`config.mk`:
```
export PLATFORM = sky130hd
export DESIGN_NAME = mbd_output
export DESIGN_NICKNAME = d
export VERILOG_FILES = /design/src/rtl/core/mbd_pkg.sv /design/src/rtl/core/mbd_output.sv
export SDC_FILE = /design/constraint.sdc
export NUM_CORES = 1
export LEC_CHECK = 0
export ABC_AREA = 1
export CAP_MARGIN = 15
export CORE_ASPECT_RATIO = 0.5
export CORE_MARGIN = 1
export CORE_UTILIZATION = 60
export DETAILED_ROUTE_END_ITERATION = 7
export DONT_BUFFER_PORTS = 1
export PLACE_DENSITY = 0.79
export SYNTH_ARGS = -nofsm -noshare
export SYNTH_HDL_FRONTEND = slang
export SYNTH_SLANG_ARGS = --single-unit
```
`constraint.sdc`:
```
create_clock -name clk_i -period 4.5 [get_ports clk_i]
set_input_delay 0.225 -clock clk_i [delete_from_list [all_inputs] [get_ports clk_i]]
set_output_delay 0.225 -clock clk_i [all_outputs]
set_load 0.01 [all_outputs]
```
`src/rtl/core/mbd_pkg.sv`:
```
// Shared types and constants of the 2x2 box-filter mip downsampler.
package mbd_pkg;

  localparam int MaxSourceWidth  = 2048;
  localparam int MaxSourceHeight = 2048;
  localparam int DimW            = 12;
  localparam int PosW            = $clog2(MaxSourceWidth);
  localparam int LineDepth       = (MaxSourceWidth + 1) / 2;
  localparam int LineAw          = $clog2(LineDepth);
  localparam int NumCh           = 4;
  localparam int ChW             = 8;
  localparam int SumW            = ChW + 1;

  // Channel lanes: 0 red, 1 green, 2 blue, 3 alpha.
  typedef logic [NumCh-1:0][ChW-1:0]  texel_t;
  typedef logic [NumCh-1:0][SumW-1:0] pair_t;

  typedef enum logic {
    CFG_SOURCE_WIDTH  = 1'b0,
    CFG_SOURCE_HEIGHT = 1'b1
  } cfg_index_e;

  typedef enum logic [1:0] {
    KIND_PASS,
    KIND_HALF,
    KIND_QUAD
  } kind_e;

  typedef struct packed {
    logic [ChW-1:0] red_in;
    logic [ChW-1:0] green_in;
    logic [ChW-1:0] blue_in;
    logic [ChW-1:0] alpha_in;
  } in_item_t;

  typedef struct packed {
    logic [ChW-1:0] red_out;
    logic [ChW-1:0] green_out;
    logic [ChW-1:0] blue_out;
    logic [ChW-1:0] alpha_out;
    logic           last_texel;
  } out_item_t;

  typedef struct packed {
    logic              we;
    logic              re;
    logic [LineAw-1:0] addr;
    pair_t             wdata;
  } ls_req_t;

  typedef struct packed {
    kind_e kind;
    logic  last;
    pair_t pair;
  } stage_t;

endpackage

```
`src/rtl/core/mbd_output.sv`:
```
// Final averaging and the result register.
module mbd_output (
  input  logic               clk_i,
  input  logic               rst_ni,
  input  logic               stage_valid_i,
  input  mbd_pkg::stage_t    stage_i,
  input  mbd_pkg::pair_t     above_i,
  input  logic               out_ready_i,
  output logic               free_o,
  output logic               out_valid_o,
  output mbd_pkg::out_item_t out_item_o
);

  logic               out_valid_q;
  mbd_pkg::out_item_t out_item_q, out_item_d;
  mbd_pkg::texel_t    avg;
  logic [mbd_pkg::SumW:0] quad;
  logic               take;

  always_comb begin
    for (int c = 0; c < mbd_pkg::NumCh; c++) begin
      quad = (mbd_pkg::SumW+1)'(above_i[c]) + (mbd_pkg::SumW+1)'(stage_i.pair[c]);
      case (stage_i.kind)
        mbd_pkg::KIND_HALF: avg[c] = stage_i.pair[c][mbd_pkg::SumW-1:1];
        mbd_pkg::KIND_QUAD: avg[c] = quad[mbd_pkg::SumW:2];
        default:            avg[c] = stage_i.pair[c][mbd_pkg::ChW-1:0];
      endcase
    end
    out_item_d.red_out    = avg[0];
    out_item_d.green_out  = avg[1];
    out_item_d.blue_out   = avg[2];
    out_item_d.alpha_out  = avg[3];
    out_item_d.last_texel = stage_i.last;
  end

  assign free_o = !out_valid_q || out_ready_i;
  assign take   = stage_valid_i && free_o;

  always_ff @(posedge clk_i or negedge rst_ni) begin
    if (!rst_ni) begin
      out_valid_q <= 1'b0;
    end else if (take) begin
      out_valid_q <= 1'b1;
    end else if (out_ready_i) begin
      out_valid_q <= 1'b0;
    end
  end

  always_ff @(posedge clk_i) begin
    if (take) begin
      out_item_q <= out_item_d;
    end
  end

  assign out_valid_o = out_valid_q;
  assign out_item_o  = out_item_q;

endmodule

```
==> results.md, run 1 <==
* Status: finished, final reports clean
* Commonest cells in the netlist: nand2_1, a21oi_1, nor2_1
* Clock sinks at 34
* Setup Skew at between 0.005 and 0.006 ns
* WS Path Type: reg -> reg
* Ys flop type: edfxtp_1
* Post-synthesis register bit count at 34
* Hold_ws at around 0.038 ns
* Via count at ~3100
* FFs w/ async S/R, synth at under 10%
* Synth top area share at around 30%
* Cell variety after synth at 29
* Layout area overhead at 4.674%
* Worst-skew pair later-pin latency at between 0.2 and 0.3 ns
* WP depth at 1
* Slew HR at between 20% and 30%
* Final Net Count at approximately 570
* DR DRC count at 0
* PortBufs at 0
* Initial DRC Count at between 150 and 200
* Fin Setup TNS at 0 ns
* Most common cell in the synthesized netlist: nand2_1
* RSZ-0062 raised after global routing: false
* Post-route ant nets at 0
* WL/cell at 14.03 um
* Crit Reg-Reg Startpoint: out_valid_o
* CP max FO at 33
* Clock transition at path regs at 0.07 ns
* End of the critical path: out_item_o[4]
* Final slew viol count at 0
* Syn_nets at 575
* Reg2reg end: out_item_o[4]
* Vias in the first global route at 2713
* Worst-margin pin slew at ~1.1 ns
* Leak at about 1.6 nW
* Initial Utilization at ~64%
* Crit-path cells: a21oi_4
* Width of the die at around 110 um
* Hold path cells at 0
* CTS Buf Count at 5
* Worst path bufs/invs at 0
* Post-DP HPWL at 5579 um
* CP Data Arrival Time at 1.63 ns
* Initial antenna violation count at 0
* Fmax at between 500 and 600 MHz
* R2r worst-path depth at 1
* Maximum VDD drop at between 0.15 and 0.2 mV
* GRT Total Usage at 25.38%
* Pre-antenna DRT Iters at 5
* Layout cells sized above 1 at 8.894%
* Core Area at approximately 0.005 mm2
* Max-cap violations at 0
* CTS tree: yes
* Area contributors post-synth: edfxtp_1, ha_1, nand2_1
* Deepest clock path buffer count at 2
* Clk root buf: clkbuf_8
* Startpoint types: flip-flop
* Seq/Total Area, Yosys at a little under a third
* Pwr dens at 271.9 mW/mm2
* Final Critical Period at 1.738 ns
* Worst Hold Class: in -> reg
* Drt total wl at between 7000 and 8000 um
* Crit end category: flip-flop
* IO Count at between 100 and 150
* Slowest-stage cell, CP: a21oi_4
* Antenna diode count at 0
* RePlAce Congestion at 0.8369
* Largest net degree at the start of global routing at 34
* Mean post-synth cell area at around 7.1 um2
* Crit path launch: out_valid_o
* Worst R2R Setup Slack at roughly 2.8 ns
* Post-CTS Repair Setup Buffers at 0
* Core Util, Final at between 60 and 70%
* Synthesis Warnings at 0
* Data required, critical path at ~4.4 ns
* Post-synth EDFFs at 33
* Synth area leader: edfxtp_1
* Family with the most delay on the worst path: compound AO/OA/AOI/OAI gates
* Die Span Y at around 54 um
* Post-Syn Area at 0.003266 mm2
* Cells after synthesis at approximately 460
* H-tree Lvls at 2
* Slowest Stage Delay on Critical Path at approximately 0.89 ns
* Hold Vio Cnt, Final at 0
* Crit share post-route at around two fifths
* Full die area at 0.005760 mm2
* # rows at 18
* Final setup fails at 0
* Vias per cell at 5.855
* Grt ovf at 0
* Total power at slightly above 900 uW
* First-pass GRT wire length at roughly 11000 um
## metrics by stage
step	area, um2	setup slack, ns	instances
floorplan	3266	1.979	462
global placement	3313	2.570	521
detailed placement	3313	2.504	521
CTS	3403	2.759	530
global route	3418	2.634	531
finish	3418	2.762	531
## how the worst min path moves through the flow
stage	start	endpoint
final	stage_i[36]	out_item_o[0]
after global routing	stage_i[36]	out_item_o[0]
after CTS	stage_i[36]	out_item_o[0]
after detailed placement	rst_ni	out_valid_o
after global placement	rst_ni	out_valid_o
after floorplan	rst_ni	out_valid_o
## where the power goes
part	switching [mW]	internal (mW)
logic	0.185	0.112
registers	0.0238	0.388
clock network	0.111	0.110
## cells in the final DEF, fill, tap and decap left out, drive strengths merged, types with 5 or more instances in the layout
cell type	count
a21boi	5
a21oi	81
clkbuf	8
edfxtp	33
ha	34
inv	50
nand2	116
nand3	42
nor2	57
o21ai	10
or2	7
## per-layer routing
layer | global-route usage, % | up-vias | wire length, um
met5 | 0 | - | 0
met4 | 7.176 | 0 | 46
met1 | 29.32 | 1441 | 3157
met2 | 47.73 | 116 | 3687
li1 | - | 1546 | -
met3 | 6.901 | 6 | 557
## repair_timing
item                      4_1_cts  5_1_grt
hold endpoints to repair        1        0
hold buffers                    1        0
gates resized for setup         0        0
## flip-flops by register name, indices dropped and copies added, names as in the netlist
name,count
out_item_o,33
out_valid_o,1
## cell families after synthesis
logic type / count (synthesis) / synth area share, %
buffers and inverters: 63 / 7.778
DFF: 34 / 31.11
AOI/OAI and AO/OA: 100 / 17.39
adders and majority gates: 34 / 13.03
and+or+nand+nor: 231 / 30.69
## cell type report
type	instances	area (um2)
Clock buffer	8	80.08
Fill cell	445	1649
Inverter	50	187.7
Multi-Input combinational cell	365	2007
Sequential cell	34	1016
Tap cell	70	87.58
Timing Repair Buffer	4	40.04
Note: power is estimated with default switching activity, not from simulation.
==> run 2: changes to the inputs <==
--- a/config.mk
+++ b/config.mk
@@ -5,7 +5,7 @@
 export SDC_FILE = /design/constraint.sdc
 export NUM_CORES = 1
 export LEC_CHECK = 0
-export ABC_AREA = 1
+export ABC_AREA = 0
 export CAP_MARGIN = 15
 export CORE_ASPECT_RATIO = 0.5
 export CORE_MARGIN = 1
==> constraint.sdc (replaced) <==
create_clock -name clk_i -period 1.7 [get_ports clk_i]
set_input_delay 0.085 -clock clk_i [delete_from_list [all_inputs] [get_ports clk_i]]
set_output_delay 0.085 -clock clk_i [all_outputs]
set_load 0.01 [all_outputs]
==> run 2 against run 1 <==
Net effect:
- cell count fell by 35%
- sequential power rose to 2.6 times the previous value
- register-to-register slack got worse by 2.4 ns
- global-route usage rose by 0.16 points
- count of clock-buffer cells in the layout fell by 1
- flip-flop and latch count did not move
- synthesized area fell by 14%
- sequential share of layout area rose by 3.9 points
- die area fell by 14%
- critical path depth rose by 5
- critical endpoint is now out_item_o[28]
- largest power group unchanged
==> results.md, run 2 <==
* Status: finished, final reports clean
* Total power at 2.376 mW (+160%)
* Leak at 1.231 nW (-22%)
* CP Data Arrival Time at 1.60 ns (-0.03 ns)
* Final Critical Period at between 1 and 1.5 ns
* Post-layout worst setup margin at 0.2081 ns (-2.553 ns)
* Final slew viol count at 0 (unchanged)
* Die Span Y at 50.30 um (-7.1%)
* Commonest cells in the netlist: ha_1, edfxtp_1, o21ai_0
* WS Path Type: in -> reg
* Data required, critical path at 1.81 ns (-2.58 ns)
* Layout area overhead at 8.002%
* DR DRC count at 0 (unchanged)
* Drt total wl at 6231 um (-16%)
* Post-synth EDFFs at 33 (unchanged)
* Worst-skew pair later-pin latency at 0.28 ns (about the same)
* Clk root buf: clkbuf_8
* Initial DRC Count at 84 (-55%)
* Hold Vio Cnt, Final at 0 (unchanged)
* Area contributors post-synth: edfxtp_1, ha_1, a22oi_1
* Full die area at 0.004959 mm2 (-14%)
* FFs w/ async S/R, synth at 2.941% (unchanged)
* Cell variety after synth at 42 (+45%)
* First-pass GRT wire length at 9756 um (-14%)
* Storage element area at 0.001016 mm2 (unchanged)
* Startpoint types: input port
* Syn_nets at 391 (-32%)
* Fin Setup TNS at 0 ns (unchanged)
* Pwr dens at 786.2 mW/mm2 (+190%)
* Core Util, Final at 68.00% (+0.54 points)
* Max-cap violations at 0 (unchanged)
* Maximum VDD drop at 0.4545 mV (+200%)
* CTS tree: yes
* Max reg flops at 33 (unchanged)
* Hold_ws at 0.01843 ns (-0.01971 ns)
* Setup Skew at 0.003086 ns (-0.002565 ns)
* CTS Buf Count at 5 (unchanged)
* Post-Syn Area at 0.002799 mm2 (-14%)
* Commonest cells after routing, fill and taps aside: ha_1, edfxtp_1, o21ai_0
* Synthesis Warnings at 0 (unchanged)
* Via count at 2248 (-28%)
* Core Area at 0.004446 mm2 (-12%)
* Synth area leader: edfxtp_1
* Layout cells sized above 1 at 12.94% (+4.0 points)
* Placed insts at 332 (-36%)
* H-tree Lvls at 2 (unchanged)
* Vias in the first global route at 2245 (-17%)
* Post-CTS Repair Setup Buffers at 0 (unchanged)
* Initial Utilization at 62.96% (-1.5 points)
* Crit share post-route at 87.76%
* Final setup fails at 0 (unchanged)
* Cells after synthesis at 278 (-40%)
* DP Area at 0.002902 mm2 (-12%)
* Largest net degree at the start of global routing at 34 (unchanged)
* # rows at 17 (-1)
* Seq/Total Area, Yosys at 36.30% (+5.2 points)
* Ys flop type: edfxtp_1
* Most common cell in the synthesized netlist: ha_1
* Antenna diode count at 0 (unchanged)
* Switching Fraction at 30.25% (-4.1 points)
* Non-filler cells, final at 343 (-35%)
* Worst-margin pin slew at 0.9196 ns (-0.1754 ns)
* RePlAce Congestion at 0.8266 (-1.2%)
* Synth top area share at 35.40% (+5.1 points)
* Clock power share at 26.2% (+2.4 points)
* GRT Total Usage at 25.54% (+0.16 points)
* Pre-antenna DRT Iters at 4 (-1)
* IO Count at 114 (unchanged)
* PortBufs at 0 (unchanged)
* RSZ-0062 raised after global routing: false
* Fmax at between 600 and 700 MHz
* Sw Pwr at 718.9 uW (+120%)
* Grt ovf at 0 (unchanged)
* Clock transition at path regs at 0.07 ns (about the same)
* Vias per cell at 6.554 (+12%)
* Most common cell after layout, fill and taps aside: ha_1
* Sequential Power Share at 45.6% (+1.3 points)
* Post-synthesis register bit count at 34 (unchanged)
* Post-route ant nets at 0 (unchanged)
* Mean post-synth cell area at 10.07 um2 (+42%)
* Final Net Count at 398 (-31%)
* Comb pwr share at 28.2% (-3.7 points)
* WL/cell at 18.17 um (+30%)
* Area occupied by multi-input gates at 0.001678 mm2 (-16%)
* Width of the die at 98.59 um (-7.3%)
* # resized after CTS at 0 (unchanged)
* Setup WS pre-CTS at -0.08744 ns (-2.592 ns)
* Deepest clock path buffer count at 2 (unchanged)
* Slew HR at 38.57% (+12 points)
* Crit end category: flip-flop
* Initial antenna violation count at 0 (unchanged)
* Worst R2R Setup Slack at 0.36 ns (-2.40 ns)
* Worst Hold Class: in -> async
* Design area at 0.003023 mm2 (-12%)
* Filler cells at 332 (-25%)
* Post-DP HPWL at 4751 um (-15%)
* CP max FO at 11 (-67%)
* Internal power at 1.658 mW (+170%)
* Clock sinks at 34 (unchanged)
-- run 2: changes by cell type after synthesis, sizes merged, moves of 12 or more --
cell   before  now
nor2       57   10
a22oi       0   17
a21oi      81   23
inv        50   15
nand3      42    5
nand2     116   17
o21ai      10   31
xnor2       0   12
-- run 2: power groups by stage --
stage	Combinational, mW	Sequential [mW]	Clock, mW
finish	0.671	1.08	0.623
global route	0.744	1.09	0.666
CTS	0.669	1.08	0.633
detailed placement	0.661	1.10	0
global placement	0.631	1.10	0
floorplan	0.536	1.09	0
-- run 2: path summary, 6_finish.rpt --
path,from,to,cells after the start
min in group clk_i,stage_i[31],out_item_o[4],2
max in group asynchronous,rst_ni,out_valid_o,1
worst max register to register,out_valid_o,out_item_o[5],3
worst min register to register,out_valid_o,out_valid_o,2
worst max-delay path,stage_i[37],out_item_o[28],6
worst min-delay path,rst_ni,out_valid_o,1
-- run 2: routing by layer --
metal / global-route usage, % / routed length, um / vias up
met3: 8.914 / 501 / 7
met5: 0 / 0 / -
met2: 46.71 / 3089 / 92
li1: - / - / 1074
met4: 7.214 / 41 / 0
met1: 28.71 / 2599 / 1075
-- run 2: layout make-up --
type,count,area share [%]
clock buffer,7,2.856
clock inverter,1,0.1656
inverter,15,1.863
multi-input combinational,217,55.50
sequential,34,33.61
tap,57,2.359
timing repair buffer,12,3.642
-- run 2: cell families after synthesis --
logic type	Yosys count	share of synthesized area [%]
xor gates and xnor gates	23	7.197
buffers and inverters	27	3.800
adders and majority gates	34	15.20
AOI/OAI and AO/OA	105	26.46
DFF	34	36.30
muxes	7	2.861
and+or+nand+nor	48	8.181
-- run 2: worst max-delay path, stage by stage --
cell     delay [ns]
inv_1          0.02
ha_1           0.29
nor2b_1        0.72
buf_4          0.28
a22oi_1        0.09
o21ai_0        0.12
-- run 2: what timing repair did --
action / 4_1_cts / 5_1_grt
hold buffers: 3 / 0
hold endpoints to repair: 3 / 0
endpoints found under the setup margin: 0 / 0
