File: src/rtl/core/mbd_pkg.sv
// Shared types and constants of the 2x2 box-filter mip downsampler.
package mbd_pkg;

  localparam int MaxSourceWidth  = 2048;
  localparam int MaxSourceHeight = 2048;
  localparam int DimW            = 12;
  localparam int PosW            = $clog2(MaxSourceWidth);
  localparam int LineDepth       = (MaxSourceWidth + 1) / 2;
  localparam int LineAw          = $clog2(LineDepth);
  localparam int NumCh           = 4;
  localparam int ChW             = 8;
  localparam int SumW            = ChW + 1;

  // Channel lanes: 0 red, 1 green, 2 blue, 3 alpha.
  typedef logic [NumCh-1:0][ChW-1:0]  texel_t;
  typedef logic [NumCh-1:0][SumW-1:0] pair_t;

  typedef enum logic {
    CFG_SOURCE_WIDTH  = 1'b0,
    CFG_SOURCE_HEIGHT = 1'b1
  } cfg_index_e;

  typedef enum logic [1:0] {
    KIND_PASS,
    KIND_HALF,
    KIND_QUAD
  } kind_e;

  typedef struct packed {
    logic [ChW-1:0] red_in;
    logic [ChW-1:0] green_in;
    logic [ChW-1:0] blue_in;
    logic [ChW-1:0] alpha_in;
  } in_item_t;

  typedef struct packed {
    logic [ChW-1:0] red_out;
    logic [ChW-1:0] green_out;
    logic [ChW-1:0] blue_out;
    logic [ChW-1:0] alpha_out;
    logic           last_texel;
  } out_item_t;

  typedef struct packed {
    logic              we;
    logic              re;
    logic [LineAw-1:0] addr;
    pair_t             wdata;
  } ls_req_t;

  typedef struct packed {
    kind_e kind;
    logic  last;
    pair_t pair;
  } stage_t;

endpackage

File: src/rtl/core/mbd_front.sv
// Configuration, raster position tracking, pair sums and the stage register.
module mbd_front (
  input  logic                    clk_i,
  input  logic                    rst_ni,
  input  logic                    cfg_we_i,
  input  logic                    cfg_index_i,
  input  logic [mbd_pkg::DimW-1:0] cfg_wdata_i,
  input  logic                    accept_i,
  input  mbd_pkg::in_item_t       in_item_i,
  input  logic                    stage_take_i,
  output mbd_pkg::ls_req_t        ls_req_o,
  output logic                    stage_valid_o,
  output mbd_pkg::stage_t         stage_o
);

  logic [mbd_pkg::DimW-1:0] width_q, height_q;
  logic [mbd_pkg::PosW-1:0] col_q, col_d, row_q, row_d;
  mbd_pkg::texel_t          acc_q;
  logic                     stage_valid_q;
  mbd_pkg::stage_t          stage_q, stage_d;

  logic [mbd_pkg::DimW-1:0] w_eff, h_eff, w_even, h_even;
  logic [mbd_pkg::DimW-1:0] col_ext, row_ext, line_pos, line_len;
  logic [mbd_pkg::DimW-1:0] col_inc, row_inc;
  logic                     single_mode, line_mode;
  logic                     hold_tex, emit, ls_we, ls_re;
  mbd_pkg::texel_t          tex;
  mbd_pkg::pair_t           pair;

  assign tex = {in_item_i.alpha_in, in_item_i.blue_in, in_item_i.green_in, in_item_i.red_in};

  always_comb begin
    // Clamp the dimensions: zero acts as one, oversize as the maximum.
    w_eff = width_q;
    if (width_q == '0) begin
      w_eff = mbd_pkg::DimW'(1);
    end else if (int'(width_q) > mbd_pkg::MaxSourceWidth) begin
      w_eff = mbd_pkg::DimW'(mbd_pkg::MaxSourceWidth);
    end
    h_eff = height_q;
    if (height_q == '0) begin
      h_eff = mbd_pkg::DimW'(1);
    end else if (int'(height_q) > mbd_pkg::MaxSourceHeight) begin
      h_eff = mbd_pkg::DimW'(mbd_pkg::MaxSourceHeight);
    end
    w_even = {w_eff[mbd_pkg::DimW-1:1], 1'b0};
    h_even = {h_eff[mbd_pkg::DimW-1:1], 1'b0};

    col_ext = mbd_pkg::DimW'(col_q);
    row_ext = mbd_pkg::DimW'(row_q);

    single_mode = (w_eff == mbd_pkg::DimW'(1)) && (h_eff == mbd_pkg::DimW'(1));
    line_mode   = !single_mode &&
                  ((w_eff == mbd_pkg::DimW'(1)) || (h_eff == mbd_pkg::DimW'(1)));
    line_pos    = (h_eff == mbd_pkg::DimW'(1)) ? col_ext : row_ext;
    line_len    = (h_eff == mbd_pkg::DimW'(1)) ? w_even : h_even;

    for (int c = 0; c < mbd_pkg::NumCh; c++) begin
      pair[c] = mbd_pkg::SumW'(acc_q[c]) + mbd_pkg::SumW'(tex[c]);
    end

    hold_tex = 1'b0;
    emit     = 1'b0;
    ls_we    = 1'b0;
    ls_re    = 1'b0;
    stage_d.kind = mbd_pkg::KIND_PASS;
    stage_d.last = 1'b0;
    stage_d.pair = pair;

    if (single_mode) begin
      emit         = 1'b1;
      stage_d.last = 1'b1;
      for (int c = 0; c < mbd_pkg::NumCh; c++) begin
        stage_d.pair[c] = mbd_pkg::SumW'(tex[c]);
      end
    end else if (line_mode) begin
      if (line_pos < line_len) begin
        if (!line_pos[0]) begin
          hold_tex = 1'b1;
        end else begin
          emit         = 1'b1;
          stage_d.kind = mbd_pkg::KIND_HALF;
          stage_d.last = (line_pos == line_len - mbd_pkg::DimW'(1));
        end
      end
    end else if ((col_ext < w_even) && (row_ext < h_even)) begin
      if (!col_q[0]) begin
        hold_tex = 1'b1;
      end else if (!row_q[0]) begin
        ls_we = 1'b1;
      end else begin
        ls_re        = 1'b1;
        emit         = 1'b1;
        stage_d.kind = mbd_pkg::KIND_QUAD;
        stage_d.last = (row_ext == h_even - mbd_pkg::DimW'(1)) &&
                       (col_ext == w_even - mbd_pkg::DimW'(1));
      end
    end

    // Advance the raster position, wrapping at the end of the level.
    col_inc = col_ext + mbd_pkg::DimW'(1);
    row_inc = row_ext + mbd_pkg::DimW'(1);
    col_d   = col_inc[mbd_pkg::PosW-1:0];
    row_d   = row_q;
    if (col_inc >= w_eff) begin
      col_d = '0;
      row_d = (row_inc >= h_eff) ? '0 : row_inc[mbd_pkg::PosW-1:0];
    end
  end

  assign ls_req_o.we    = accept_i & ls_we;
  assign ls_req_o.re    = accept_i & ls_re;
  assign ls_req_o.addr  = col_q[mbd_pkg::PosW-1:1];
  assign ls_req_o.wdata = pair;

  always_ff @(posedge clk_i or negedge rst_ni) begin
    if (!rst_ni) begin
      width_q       <= mbd_pkg::DimW'(1);
      height_q      <= mbd_pkg::DimW'(1);
      col_q         <= '0;
      row_q         <= '0;
      acc_q         <= '0;
      stage_valid_q <= 1'b0;
    end else begin
      if (cfg_we_i) begin
        unique case (cfg_index_i)
          mbd_pkg::CFG_SOURCE_WIDTH:  width_q  <= cfg_wdata_i;
          mbd_pkg::CFG_SOURCE_HEIGHT: height_q <= cfg_wdata_i;
          default: ;
        endcase
        col_q <= '0;
        row_q <= '0;
        acc_q <= '0;
      end else if (accept_i) begin
        col_q <= col_d;
        row_q <= row_d;
        if (hold_tex) begin
          acc_q <= tex;
        end
      end
      if (accept_i && emit) begin
        stage_valid_q <= 1'b1;
      end else if (stage_take_i) begin
        stage_valid_q <= 1'b0;
      end
    end
  end

  always_ff @(posedge clk_i) begin
    if (accept_i && emit) begin
      stage_q <= stage_d;
    end
  end

  assign stage_valid_o = stage_valid_q;
  assign stage_o       = stage_q;

endmodule

File: config.mk
export PLATFORM = sky130hd
export DESIGN_NAME = mbd_front
export DESIGN_NICKNAME = d
export VERILOG_FILES = /design/src/rtl/core/mbd_pkg.sv /design/src/rtl/core/mbd_front.sv
export SDC_FILE = /design/constraint.sdc
export NUM_CORES = 1
export LEC_CHECK = 0
export ABC_AREA = 0
export BUFFER_PORTS_ARGS = -buffer_cell sky130_fd_sc_hd__buf_2
export CAP_MARGIN = 15
export CORE_ASPECT_RATIO = 1.4
export CORE_UTILIZATION = 60
export DETAILED_ROUTE_END_ITERATION = 16
export PLACE_DENSITY = 0.89
export SYNTH_ARGS = -nofsm -noshare
export SYNTH_HDL_FRONTEND = slang
export SYNTH_SLANG_ARGS = --single-unit
File: constraint.sdc
create_clock -name clk_i -period 12.1 [get_ports clk_i]
set_input_delay 0.605 -clock clk_i [delete_from_list [all_inputs] [get_ports clk_i]]
set_output_delay 0.605 -clock clk_i [all_outputs]
set_load 0.03 [all_outputs]
==> results.json, run 1 <==
{
  "fp.dieW_um": 106,
  "switching_share_pct": 34.1,
  "ys_seq_elements": 118,
  "slew_headroom_pct": 31.2,
  "nFillCells": 1074,
  "clkPwrFrac_pct": 37.4,
  "clockBufferDepth": 2,
  "drv_cap": 0,
  "grt_first_pass_wirelength_mm": 37.7,
  "crit_path_start_kind": "flop",
  "min_period_over_period_pct": 38.0,
  "cp_max_fo": 40,
  "track_usage_pct": 31.4,
  "postRouteAntennaNets": 0,
  "rsz0062_at_grt": "false",
  "io_pins": 138,
  "r2r_start": "height_q[4]$_DFFE_PN0P_",
  "clkLatencyLatePin_ns": 0.42,
  "synth-main-ff-cell": "dfrtp_1",
  "timing.fmax_mhz": 217,
  "holdBufCountCts": 0,
  "p_leak_nw": 4.87,
  "portBuffers": 137,
  "grt_pass1_vias": 7481,
  "vias_per_cell": 6.06,
  "post_cts_resized": 0,
  "internal_power_w": 0.000928,
  "final_core_util_pct": 70.5,
  "required_ns": 12.14,
  "seqCellArea_um2": 3150,
  "outcome": "finished clean",
  "drt_iter0_markers": 565,
  "cts_buffers": 17,
  "die_area_um2": 15500,
  "syn-num-nets": 1083,
  "multiInputGateArea_um2": 5340,
  "dr.pass1.iters": 5,
  "post-place-cells": 1207,
  "post_cts_buffers": 0,
  "cts-root-buf": "clkbuf_16",
  "worst_pin_slew_ns": 1.03,
  "r2r-end": "stage_o[27]$_DFFE_PP_",
  "drive_above_1_share_pct": 22.8,
  "synth-edff-count": 39,
  "crit_path_end": "stage_o[27]$_DFFE_PP_",
  "synthToLayoutAreaGrowth_pct": 14.0,
  "skew_ns": 0.00935,
  "rows": 52,
  "reg2reg_depth": 12,
  "crit_path_end_kind": "flop",
  "slew_violations": 0,
  "seqPwrFrac_pct": 33.7,
  "wl_per_cell_um": 19.2,
  "fp.dieH_um": 147,
  "cts.htree.levels": 4,
  "ys_seq_area_share_pct": 35.0,
  "diodes": 0,
  "yosys_warnings": 0,
  "synth_cell_type_count": 65,
  "clk_pin_slew_ns": 0.06,
  "arrival_ns": 4.64,
  "async_reset_ff_share_pct": 66.9,
  "fin_nets": 1184,
  "gr-total-overflow": 0,
  "period_minus_slack_ns": 4.60,
  "netlist_instances": 936,
  "core_um2": 14600,
  "r2r_setup_slack_ns": 7.50,
  "syn_area_um2": 9010,
  "final_hold_viol_count": 0,
  "path_class": "flop to flop",
  "irDropWorstVdd_v": 0.0000804,
  "syn_area_per_cell_um2": 9.63,
  "antenna_found_initial": 0,
  "hp-class": "primary input to async pin",
  "fin_cells": 1239,
  "worstSetupStartpoint": "height_q[4]$_DFFE_PN0P_",
  "power.density_nw_per_um2": 137,
  "dp_slack_ns": 7.51,
  "place_congestion": 1.00,
  "grt_max_degree": 80,
  "start_util_pct": 61.8,
  "power_switching_w": 0.000480,
  "p_total_w": 0.00141,
  "drc": 0,
  "dp_hpwl_mm": 17.7,
  "cts_sinks": 118,
  "combinationalPowerShare_pct": 28.9,
  "vias": 7509,
  "setup-tns-final_ns": 0,
  "tritoncts": "built",
  "drt_wl_total_mm": 23.7,
  "setup_ws_ns": 7.50,
  "setup_viol": 0
}
[layout make-up]
cell class | count | area share, %
clock buffer | 18 | 4.18
inverter | 61 | 2.35
clock inverter | 14 | 1.72
sequential | 118 | 30.7
tap | 189 | 2.30
timing repair buffer | 139 | 6.84
multi-input combinational | 700 | 52.0
[stage by stage]
step | hold slack, ns | area, µm²
floorplan | 0.309 | 9010
global placement | 0.463 | 9670
detailed placement | 0.464 | 9670
CTS | 0.395 | 10300
global route | 0.438 | 10300
finish | 0.339 | 10300
[registers in the layout (all words and copies together) (netlist names)]
register and cells:
col_q 11, row_q 11, stage_o 39, stage_valid_o 1, acc_q 32, width_q 12
height_q 12
[power by group through the flow]
stage,clock [W],combinational (W),sequential [W]
after floorplan,0,0.000307,0.000463
after global placement,0,0.000385,0.000479
after detailed placement,0,0.000400,0.000481
after CTS,0.000531,0.000404,0.000474
after global routing,0.000546,0.000439,0.000478
final,0.000526,0.000407,0.000475
[critical path, stage by stage, from the launching register on]
cell	delay (ns)
dfrtp_1	0.44
or3_1	0.53
or4_4	0.72
clkinv_8	0.18
a31oi_1	0.17
ha_1	0.34
o21a_1	0.17
o211ai_1	0.16
nor2_1	0.05
a21boi_0	0.12
o22ai_1	0.15
a21boi_0	0.30
o31a_2	0.86
[how the worst min path moves through the flow]
stage / startpoint / to / slack (ns) / cells past startpoint
floorplan: rst_ni / acc_q[0]$_DFFE_PN0P_ / 0.31 / 0
detailed placement: stage_valid_o$_DFFE_PN0P_ / stage_valid_o$_DFFE_PN0P_ / 0.46 / 1
finish: rst_ni / acc_q[8]$_DFFE_PN0P_ / 0.34 / 1
global placement: stage_valid_o$_DFFE_PN0P_ / stage_valid_o$_DFFE_PN0P_ / 0.46 / 1
CTS: rst_ni / acc_q[8]$_DFFE_PN0P_ / 0.39 / 1
global route: rst_ni / acc_q[9]$_DFFE_PN0P_ / 0.44 / 1
[cells in the final DEF, fill, tap and decap left out, types with 8 or more instances in the layout]
master	Yosys	final
o21bai_1	17	17
mux2_2	51	51
mux2i_1	34	34
a21oi_1	47	47
nand3_1	21	21
edfxtp_1	39	39
a31oi_1	8	8
xnor2_1	53	53
ha_1	93	92
nor2_1	67	67
xor2_1	28	28
nand2_1	64	64
nor4_1	11	11
a21o_1	30	30
buf_2	2	136
o21a_1	11	11
dfrtp_1	77	77
o21ai_0	34	34
nor2b_1	16	16
clkbuf_16	0	17
o22ai_1	10	10
inv_1	59	59
nor3_1	14	14
[layer usage]
| layer | wire [µm] | track usage, % |
|---|---|---|
| met3 | 1440 | 5.41 |
| met2 | 12200 | 56.9 |
| met1 | 8970 | 34.5 |
| met4 | 1160 | 17.1 |
| met5 | 0 | 0 |
[Yosys cell counts (all sizes together) (4+ instances only)]
cell type | number | area share (%)
a21oi | 48 | 2.7
or4 | 7 | 0.71
edfxtp | 39 | 13
xnor2 | 53 | 5.1
a211oi | 5 | 0.42
o211ai | 4 | 0.33
nand2 | 65 | 2.7
nor4 | 12 | 0.90
o21a | 11 | 0.92
mux2 | 51 | 6.4
buf | 25 | 1.9
nand2b | 6 | 0.42
mux2i | 34 | 3.8
clkbuf | 32 | 1.3
o22ai | 10 | 0.69
nor2b | 16 | 1.1
or3 | 6 | 0.42
o21ai | 38 | 2.2
nor3b | 6 | 0.50
nand4 | 6 | 0.42
a22o | 6 | 0.58
a21o | 30 | 2.5
a31oi | 8 | 0.56
fa | 4 | 0.89
o21bai | 17 | 1.4
nand3 | 21 | 1.2
nor2 | 67 | 2.8
xor2 | 28 | 2.7
dfrtp | 77 | 21
nor3 | 14 | 0.78
ha | 93 | 13
and3 | 5 | 0.35
or2 | 4 | 0.31
o31ai | 5 | 0.47
inv | 59 | 2.5
a21boi | 4 | 0.33
[kinds of logic after synthesis]
logic type | share of synthesized area (%)
compound gates | 14.4
mux | 10.1
buf+inv | 5.93
simple gates | 12.9
flops | 35.0
xor+xnor | 7.87
fa+ha+maj | 13.8
Note: power is estimated with default switching activity, not from simulation.
==> inputs of run 2 (changes only) <==
CORE_UTILIZATION = 58   (was 60)
PLACE_DENSITY = 0.86   (was 0.89)
clock period = 4.3 ns   (was 12.1 ns; I/O delays follow)
==> run 2 against run 1 <==
Effect of this change:
- sequential power rose to 2.8 times the previous value
- critical endpoint is now ls_req_o[47]
- critical path depth fell by 4
- clock skew increased by 0.012 ns
- flip-flop and latch count unchanged
- via count grew 1.2%
==> results.json, run 2 (synthesis results as in run 1) <==
{
  "fin_area_um2": 10500,
  "crit_path_start_kind": "flop",
  "clk_pin_slew_ns": 0.06,
  "post-place-cells": 1232,
  "placed_area_um2": 9870,
  "fin_cells": 1267,
  "dr.pass1.iters": 5,
  "timing.fmax_mhz": 237,
  "gr-total-overflow": 0,
  "largest_reg_flops": 39,
  "setup_viol": 0,
  "switching_share_pct": 35.0,
  "internal_power_w": 0.00260,
  "synthToLayoutAreaGrowth_pct": 16.4,
  "crit_path_end_kind": "output pin",
  "power.density_nw_per_um2": 380,
  "hp-class": "primary input to flop",
  "skew_ns": 0.0209,
  "drt_iter0_markers": 602,
  "cts_buffers": 17,
  "grt_first_pass_wirelength_mm": 38.5,
  "core_um2": 15100,
  "p_leak_nw": 5.00,
  "start_util_pct": 59.6,
  "drc": 0,
  "rsz0062_at_grt": "false",
  "clockBufferDepth": 2,
  "portBuffers": 137,
  "fp.dieW_um": 107,
  "cts-root-buf": "clkbuf_16",
  "postRouteAntennaNets": 0,
  "seqPwrFrac_pct": 32.8,
  "slew_violations": 0,
  "arrival_ns": 4.01,
  "wl_per_cell_um": 19.3,
  "outcome": "finished clean",
  "combinationalPowerShare_pct": 30.3,
  "irDropWorstVdd_v": 0.000232,
  "final_core_util_pct": 69.4,
  "tritoncts": "built",
  "drt_wl_total_mm": 24.4,
  "drv_cap": 0,
  "diodes": 0,
  "grt_max_degree": 80,
  "cp_max_fo": 5,
  "worst_pin_slew_ns": 1.01,
  "vias": 7602,
  "place_congestion": 0.993,
  "antenna_found_initial": 0,
  "grt_pass1_vias": 7532,
  "fp.dieH_um": 150,
  "final_common_cell": "buf_2",
  "clkLatencyLatePin_ns": 0.43,
  "drive_above_1_share_pct": 24.7,
  "clkPwrFrac_pct": 36.9,
  "cts_sinks": 118,
  "min_period_over_period_pct": 98.2,
  "slew_headroom_pct": 32.3,
  "p_total_w": 0.00399,
  "path_class": "flop to output pin",
  "required_ns": 4.09,
  "track_usage_pct": 31.7,
  "vias_per_cell": 6.00,
  "io_pins": 138,
  "dp_hpwl_mm": 18.1,
  "setup-tns-final_ns": 0,
  "cts.htree.levels": 4,
  "die_area_um2": 16100,
  "rows": 53,
  "final_hold_viol_count": 0,
  "power_switching_w": 0.00140,
  "fin_nets": 1209,
  "layout_common_cells": "buf_2 (136), ha_1 (92), dfrtp_1 (77), nor2_1 (67), nand2_1 (64)",
  "period_minus_slack_ns": 4.22
}
==> run 2: cell count changes in the layout (fill, tap and decap cells not counted), moves of 2 or more <==
cell	delta
clkinv_2	-2
buf_4	+22
inv_6	+4
buf_12	+2
clkinv_4	-2
==> run 2: metrics by stage <==
stage,hold slack [ns],setup slack [ns]
final,0.0321,0.0790
after global routing,0.0397,0.0266
after detailed placement,0.447,0.229
after CTS,0.0298,0.121
after floorplan,-0.0806,0.180
after global placement,0.444,0.317
==> run 2: cell type report <==
type | count | area (µm²)
clock inverter | 14 | 165
tap | 192 | 240
inverter | 61 | 241
timing repair buffer | 164 | 918
fill | 1116 | 4630
multi-input combinational | 700 | 5350
clock buffer | 18 | 429
sequential | 118 | 3150
==> run 2: timing repair <==
item / in CTS / in global routing
endpoints found under the hold margin: 2 / 0
hold buffers: 1 / 0
buffers inserted: 0 / 2
resized for setup: 0 / 2
endpoints found under the setup margin: 0 / 17
==> run 2: path summary, 6_finish.rpt <==
| check | start | end | slack, ns | cells past startpoint |
|---|---|---|---|---|
| max in group asynchronous | rst_ni | height_q[4]$_DFFE_PN0P_ | 3.12 | 2 |
| min reg2reg | stage_valid_o$_DFFE_PN0P_ | stage_valid_o$_DFFE_PN0P_ | 0.47 | 1 |
| min in group asynchronous | rst_ni | acc_q[7]$_DFFE_PN0P_ | 0.50 | 2 |
| min | cfg_wdata_i[11] | width_q[11]$_DFFE_PN0P_ | 0.03 | 3 |
| max reg2reg | width_q[2]$_DFFE_PN0P_ | acc_q[5]$_DFFE_PN0P_ | 0.20 | 11 |
| max | width_q[2]$_DFFE_PN0P_ | ls_req_o[47] | 0.08 | 8 |
==> run 2: power groups by stage <==
| stage | Clock (W) | Combinational, W | Sequential (W) |
|---|---|---|---|
| global placement | 0 | 0.00115 | 0.00132 |
| finish | 0.00147 | 0.00121 | 0.00131 |
| global route | 0.00153 | 0.00131 | 0.00132 |
| floorplan | 0 | 0.000864 | 0.00130 |
| detailed placement | 0 | 0.00118 | 0.00133 |
| CTS | 0.00148 | 0.00120 | 0.00131 |
==> run 2: routing by layer <==
metal | up-vias | track usage [%] | routed length [µm]
li1 | 3573 | - | -
met1 | 3635 | 36.2 | 9490
met2 | 325 | 56.3 | 12400
met3 | 69 | 5.53 | 1470
met4 | 0 | 16.3 | 1100
met5 | - | 0 | 0
==> run 2: worst max-delay path: stages (launching register included) <==
cell and delay, ns:
dfrtp_1 0.44, or4_4 0.55, or2_4 0.26, or4_4 0.45, nand2b_1 0.22, ha_1 0.34
or4_1 0.60, nor4b_1 0.43, buf_2 0.30
